<file path="src/rtl/dnts_pkg.sv">
package dnts_pkg;

  // Pipeline split: five stages form the ramp input, three form the pixel
  localparam int HAV_STAGES   = 5;
  localparam int SHADE_STAGES = 3;
  localparam int STAGES       = HAV_STAGES + SHADE_STAGES;

  localparam logic [63:0] ONE_Q62     = 64'h4000_0000_0000_0000;
  localparam logic [63:0] HALF_PI_Q62 = 64'h6487_ED51_10B4_611A;

  // (2k)(2k+1) for k = 1..12, the Taylor divisors of the sine series
  localparam logic [63:0] SERIES_DIV [12] = '{
    64'd6, 64'd20, 64'd42, 64'd72, 64'd110, 64'd156,
    64'd210, 64'd272, 64'd342, 64'd420, 64'd506, 64'd600
  };

  localparam logic [16:0] FULL_DAY  = 17'd65536;
  localparam logic [15:0] DARK_BASE = 16'd22938;
  localparam logic [15:0] DARK_SPAN = 16'd42598;

  typedef enum logic [1:0] {
    REG_SUN_LONGITUDE       = 2'd0,
    REG_TWILIGHT_WIDTH      = 2'd1,
    REG_TWILIGHT_RECIPROCAL = 2'd2,
    REG_SHADE_MODE          = 2'd3
  } reg_index_t;

  typedef struct packed {
    logic [31:0] day;
    logic [31:0] night;
  } pixel_pair_t;

  // Ramp decision: full day, full night, or distance into the band
  typedef struct packed {
    logic        full;
    logic        dark;
    logic [17:0] span;
  } ramp_t;

  // (a * b) >> 62, evaluated at elaboration only
  function automatic logic [63:0] qmul62(input logic [63:0] a, input logic [63:0] b);
    logic [127:0] prod;
    prod = {64'd0, a} * {64'd0, b};
    return prod[125:62];
  endfunction

  // Sine of a Q62 angle, rounded to fb fraction bits; table build only
  function automatic logic [63:0] sine_entry(input logic [63:0] x, input int fb);
    logic [63:0] x2;
    logic [63:0] s;
    logic [63:0] v;
    x2 = qmul62(x, x);
    s  = ONE_Q62;
    for (int k = 11; k >= 0; k--) begin
      s = ONE_Q62 - qmul62(x2, s) / SERIES_DIV[k];
    end
    v = qmul62(x, s);
    return (v + (64'd1 << (61 - fb))) >> (62 - fb);
  endfunction

endpackage

</file>
<file path="src/rtl/dnts_shade.sv">
module dnts_shade (
  input  logic                                clk,
  input  logic [dnts_pkg::SHADE_STAGES-1:0]   stage_en,
  input  logic [15:0]                         twilight_reciprocal,
  input  logic                                shade_mode,
  input  dnts_pkg::ramp_t                     ramp,
  input  dnts_pkg::pixel_pair_t               pixel_in,
  output logic [31:0]                         shaded_argb,
  output logic [16:0]                         brightness_level
);

  // Stage 6: ramp through the preloaded reciprocal, saturate
  logic [33:0]           ramp_prod;
  logic [24:0]           ramp_val;
  logic [16:0]           bright_next;
  logic [16:0]           bright6;
  dnts_pkg::pixel_pair_t pix6;

  always_comb begin
    ramp_prod = 34'(ramp.span) * 34'(twilight_reciprocal) + 34'd256;
    ramp_val  = ramp_prod[33:9];
    if (ramp.full) begin
      bright_next = dnts_pkg::FULL_DAY;
    end else if (ramp.dark) begin
      bright_next = '0;
    end else if (ramp_val > 25'(dnts_pkg::FULL_DAY)) begin
      bright_next = dnts_pkg::FULL_DAY;
    end else begin
      bright_next = ramp_val[16:0];
    end
  end

  always_ff @(posedge clk) begin
    if (stage_en[0]) begin
      bright6 <= bright_next;
      pix6    <= pixel_in;
    end
  end

  // Stage 7: darken factor and blend complement
  logic [32:0]           factor_prod;
  logic [16:0]           bright7;
  logic [16:0]           factor7;
  logic [16:0]           inverse7;
  dnts_pkg::pixel_pair_t pix7;

  assign factor_prod = 33'(dnts_pkg::DARK_SPAN) * 33'(bright6);

  always_ff @(posedge clk) begin
    if (stage_en[1]) begin
      bright7  <= bright6;
      factor7  <= 17'(dnts_pkg::DARK_BASE) + factor_prod[32:16];
      inverse7 <= dnts_pkg::FULL_DAY - bright6;
      pix7     <= pix6;
    end
  end

  // Stage 8: per-channel scale or blend, then pick the pixel
  logic [23:0] scaled;
  logic [23:0] blended;
  logic [24:0] scale_prod;
  logic [24:0] day_prod;
  logic [24:0] night_prod;
  logic [25:0] blend_sum;
  logic [31:0] result;

  always_comb begin
    scaled  = '0;
    blended = '0;
    for (int ch = 0; ch < 3; ch++) begin
      scale_prod = 25'(pix7.day[8*ch +: 8]) * 25'(factor7);
      day_prod   = 25'(pix7.day[8*ch +: 8]) * 25'(bright7);
      night_prod = 25'(pix7.night[8*ch +: 8]) * 25'(inverse7);
      blend_sum  = 26'(day_prod) + 26'(night_prod);
      scaled[8*ch +: 8]  = scale_prod[23:16];
      blended[8*ch +: 8] = blend_sum[23:16];
    end
    if (bright7 == dnts_pkg::FULL_DAY) begin
      result = pix7.day;
    end else if (!shade_mode) begin
      result = {8'hFF, scaled};
    end else if (bright7 == '0) begin
      result = pix7.night;
    end else begin
      result = {8'hFF, blended};
    end
  end

  always_ff @(posedge clk) begin
    if (stage_en[2]) begin
      shaded_argb      <= result;
      brightness_level <= bright7;
    end
  end

endmodule

</file>
<file path="config.mk">
export PLATFORM = sky130hd
export DESIGN_NAME = dnts_shade
export DESIGN_NICKNAME = d
export VERILOG_FILES = /design/src/rtl/dnts_pkg.sv /design/src/rtl/dnts_shade.sv
export SDC_FILE = /design/constraint.sdc
export NUM_CORES = 2
export LEC_CHECK = 0
export ABC_AREA = 1
export ABC_CLOCK_PERIOD_IN_PS = 6600
export BUFFER_PORTS_ARGS = -buffer_cell sky130_fd_sc_hd__buf_2
export CORE_MARGIN = 4
export CORE_UTILIZATION = 65
export DETAILED_ROUTE_END_ITERATION = 6
export HOLD_SLACK_MARGIN = 0.06
export PLACE_DENSITY = 0.82
export SLEW_MARGIN = 0
export SYNTH_ARGS = -nofsm -noshare
export SYNTH_HDL_FRONTEND = slang
export SYNTH_SLANG_ARGS = --single-unit
</file>
<file path="constraint.sdc">
create_clock -name clk -period 6.6 [get_ports clk]
set_clock_uncertainty 0.05 [all_clocks]
set_input_delay 0.33 -clock clk [delete_from_list [all_inputs] [get_ports clk]]
set_output_delay 0.33 -clock clk [all_outputs]
set_load 0.02 [all_outputs]
</file>
==> impl_results.md <==
- Status: finished, violations left
- Failing checks: DRC
- Deepest clock path buffer count: 3
- Sequential share of the synthesized area: 11.8%
- Critical path class: flop to flop
- Area taken by multi-input logic gates: 45200 um2
- DP HPWL: 136000 um
- Endpoints failing hold: 0
- Total Nets Final: 9775
- Mapped Cells: 7728
- First-pass GRT wire length: 282000 um
- Worst-path clk slew: 60 ps
- Mapped Nets: 9627
- WP data arrival: 6680 ps
- Die Span X: 317 um
- Layout cells sized above 1: 6.04%
- Max Slew Vio Count: 0
- Core area: 93900 um2
- Row count: 112
- Fmax achieved: 158 MHz
- Measured slew at the worst slew-check pin: 1090 ps
- Most used cell, CP: nand2_1
- Die area: 100000 um2
- CP cell instances: nand2_1, fa_1, fa_1, inv_1, fa_1, inv_1, fa_1, fa_1, fa_1, inv_1, ha_1, nand2_1, nor2_1, inv_1, o21ai_0, nand2_1, nand3_1, nand2_1, nand2_1, nor2_1, nor2_1, o21ai_0, nand2_1, nand2_1
- Drt pass-1 iters: 7
- H-Tree Depth: 2
- Iteration-0 DRC Markers: 4236
- Ys Warns: 0
- Sink Count: 244
- Final Critical Period: 6340 ps
- Placed Area: 64700 um2
- Final Cell Area: 67300 um2
- DIE HEIGHT: 317 um
- Min-delay worst type: input pin to flop
- Root buffer cell: clkbuf_16
- Critical Path RT: 6940 ps
- Via density: 5.53
- Critical path endpoint category: flop
- WL/cell: 19.2 um
- Final setup violation count: 0
- Register area: 7330 um2
- Area grow syn2layout: 8.53%
- Overall routing resource usage: 36.1%
- Total CTS buffers: 35
- Crit-path slowest cell: edfxtp_1
- Register-to-register setup slack: 260 ps
- Initial Util: 66.0%
- Worst-Skew Late Latency: 640 ps
- WP buf/inv: 4
- Vias in the first global route: 54600
- Boundary pin count: 154
- Max_cap viols: 0
- CP max stage delay: 810 ps
- Gr ovfl total: 0
- Fillers: 7105
- Vias: 50700
- Crit path max fanout: 10
- Drc violations: 13
- Number of antenna violations at the first check in global routing: 3
- CTS tree: done
- Worst path top cell family by delay: adder cells
- Post-synthesis cell type count: 49
- RD Place Congestion: 0.970
- Largest net degree at the start of global routing: 60
- Critical Path Start Type: flop
- Worst slew margin: 27.6%
- IO Port Bufs: 153
- Yosys reg bits: 244
- Mean area per synthesized cell: 8.02 um2
- Final period utilization: 96.1%
- Post-Route WL: 176000 um
- Synth Cell Area: 62000 um2
- Final ANT Viol Nets: 0
registers in the layout, summed over array words and instances, names as in the netlist:
signal	count
inverse7	16
shaded_argb	32
factor7	17
brightness_level	17
pix7	64
pix6	64
bright7	17
bright6	17
layout make-up:
cell class	instances	share of cell area (%)
Multi-Input combinational cell	4980	67.3
Inverter	2158	12.0
Clock buffer	38	1.32
Clock inverter	25	0.467
Tap cell	1254	2.33
Timing Repair Buffer	457	5.68
Sequential cell	244	10.9
Antenna cell	1	0.00372
repair_timing:
item | 4_1_cts | 5_1_grt
buffers inserted | 4 | 52
gates resized for setup | 0 | 5
hold buffers | 66 | 0
hold endpoints to repair | 65 | 0
setup endpoints to repair | 1 | 13
placed cells by master (no fill, tap or decap), types with 6 or more instances in the layout:
cell type | synthesis | final
a211oi_1 | 6 | 6
a21o_1 | 14 | 14
a21oi_1 | 193 | 193
a31oi_1 | 25 | 25
and2_1 | 7 | 7
buf_12 | 0 | 47
buf_2 | 5 | 147
buf_4 | 0 | 192
clkbuf_16 | 0 | 35
clkinvlp_4 | 0 | 7
dlygate4sd3_1 | 0 | 66
edfxtp_1 | 244 | 244
fa_1 | 1214 | 1214
ha_1 | 580 | 580
inv_1 | 2156 | 2156
inv_6 | 0 | 6
nand2_1 | 2154 | 2154
nand3_1 | 139 | 139
nand3b_1 | 9 | 9
nand4_1 | 53 | 53
nor2_1 | 235 | 235
nor2_2 | 15 | 15
nor3_1 | 33 | 33
nor4_1 | 15 | 14
o211ai_1 | 6 | 6
o21a_1 | 6 | 6
o21ai_0 | 137 | 136
o21bai_1 | 19 | 19
o32a_1 | 7 | 7
xnor2_1 | 35 | 35
xor2_1 | 44 | 44
Yosys cell counts, drive strengths merged:
| library cell | instances | area share [%] |
|---|---|---|
| o21a | 6 | 0.073 |
| o211ai | 6 | 0.073 |
| nor2 | 251 | 1.6 |
| nand4 | 54 | 0.57 |
| a31o | 2 | 0.028 |
| o32ai | 1 | 0.014 |
| clkinv | 1 | 0.0061 |
| nand3b | 9 | 0.11 |
| ha | 580 | 12 |
| o221ai | 2 | 0.028 |
| nand2 | 2159 | 13 |
| a221oi | 2 | 0.028 |
| nor4 | 15 | 0.15 |
| nand3 | 139 | 1.1 |
| a211oi | 6 | 0.073 |
| nor3b | 1 | 0.012 |
| buf | 27 | 0.19 |
| nand2b | 2 | 0.020 |
| xnor2 | 35 | 0.49 |
| a21boi | 3 | 0.036 |
| o21ai | 139 | 1.1 |
| nor3 | 34 | 0.28 |
| and3 | 2 | 0.020 |
| o22ai | 2 | 0.020 |
| a21oi | 194 | 1.6 |
| or2 | 2 | 0.020 |
| and2 | 7 | 0.071 |
| xor2 | 44 | 0.62 |
| clkbuf | 319 | 1.9 |
| a31oi | 25 | 0.25 |
| o21bai | 19 | 0.23 |
| o31ai | 4 | 0.048 |
| inv | 2157 | 13 |
| edfxtp | 244 | 12 |
| a21o | 14 | 0.17 |
| o32a | 7 | 0.11 |
| fa | 1214 | 39 |
metrics by stage:
stage / utilization (%) / hold WS [ps] / setup slack [ps] / std cells / setup TNS [ps]
final: 71.6 / 144 / 260 / 9157 / 0
after global routing: 71.6 / 150 / -10.2 / 9157 / -10.2
after CTS: 70.9 / 126 / 9.96 / 9104 / 0
after detailed placement: 68.9 / 355 / 33.9 / 8971 / 0
after global placement: 68.9 / 350 / 42.5 / 8971 / 0
after floorplan: - / 350 / 595 / 7728 / 0
final timing paths:
path / start / endpoint / depth (start not counted)
worst min register to register: pix6[26]$_DFFE_PP_ / pix7[26]$_DFFE_PP_ / 0
worst max-delay path: inverse7[1]$_DFFE_PP_ / shaded_argb[5]$_DFFE_PP_ / 24
worst max register to register: inverse7[1]$_DFFE_PP_ / shaded_argb[5]$_DFFE_PP_ / 24
worst min-delay path: stage_en[0] / pix6[2]$_DFFE_PP_ / 1
per-layer routing:
metal,global-route usage [%],up-vias,wire [um]
met1,43.8,24500,62100
met2,60.0,2759,83700
li1,-,22700,-
met3,7.21,692,17900
met5,0,-,0
met4,21.5,0,12500
cell families after synthesis:
| family | synth area share [%] |
|---|---|
| adder cells (fa/ha/maj) | 50.9 |
| XOR/XNOR | 1.12 |
| buffers and inverters | 15.2 |
| AND/OR/NAND/NOR | 17.1 |
| AO/OA/AOI/OAI | 3.88 |
| flip-flops | 11.8 |
Power is left out: the tool's default activity adds up to more than one toggle a clock period on the data nets, which glitch-free logic cannot reach.
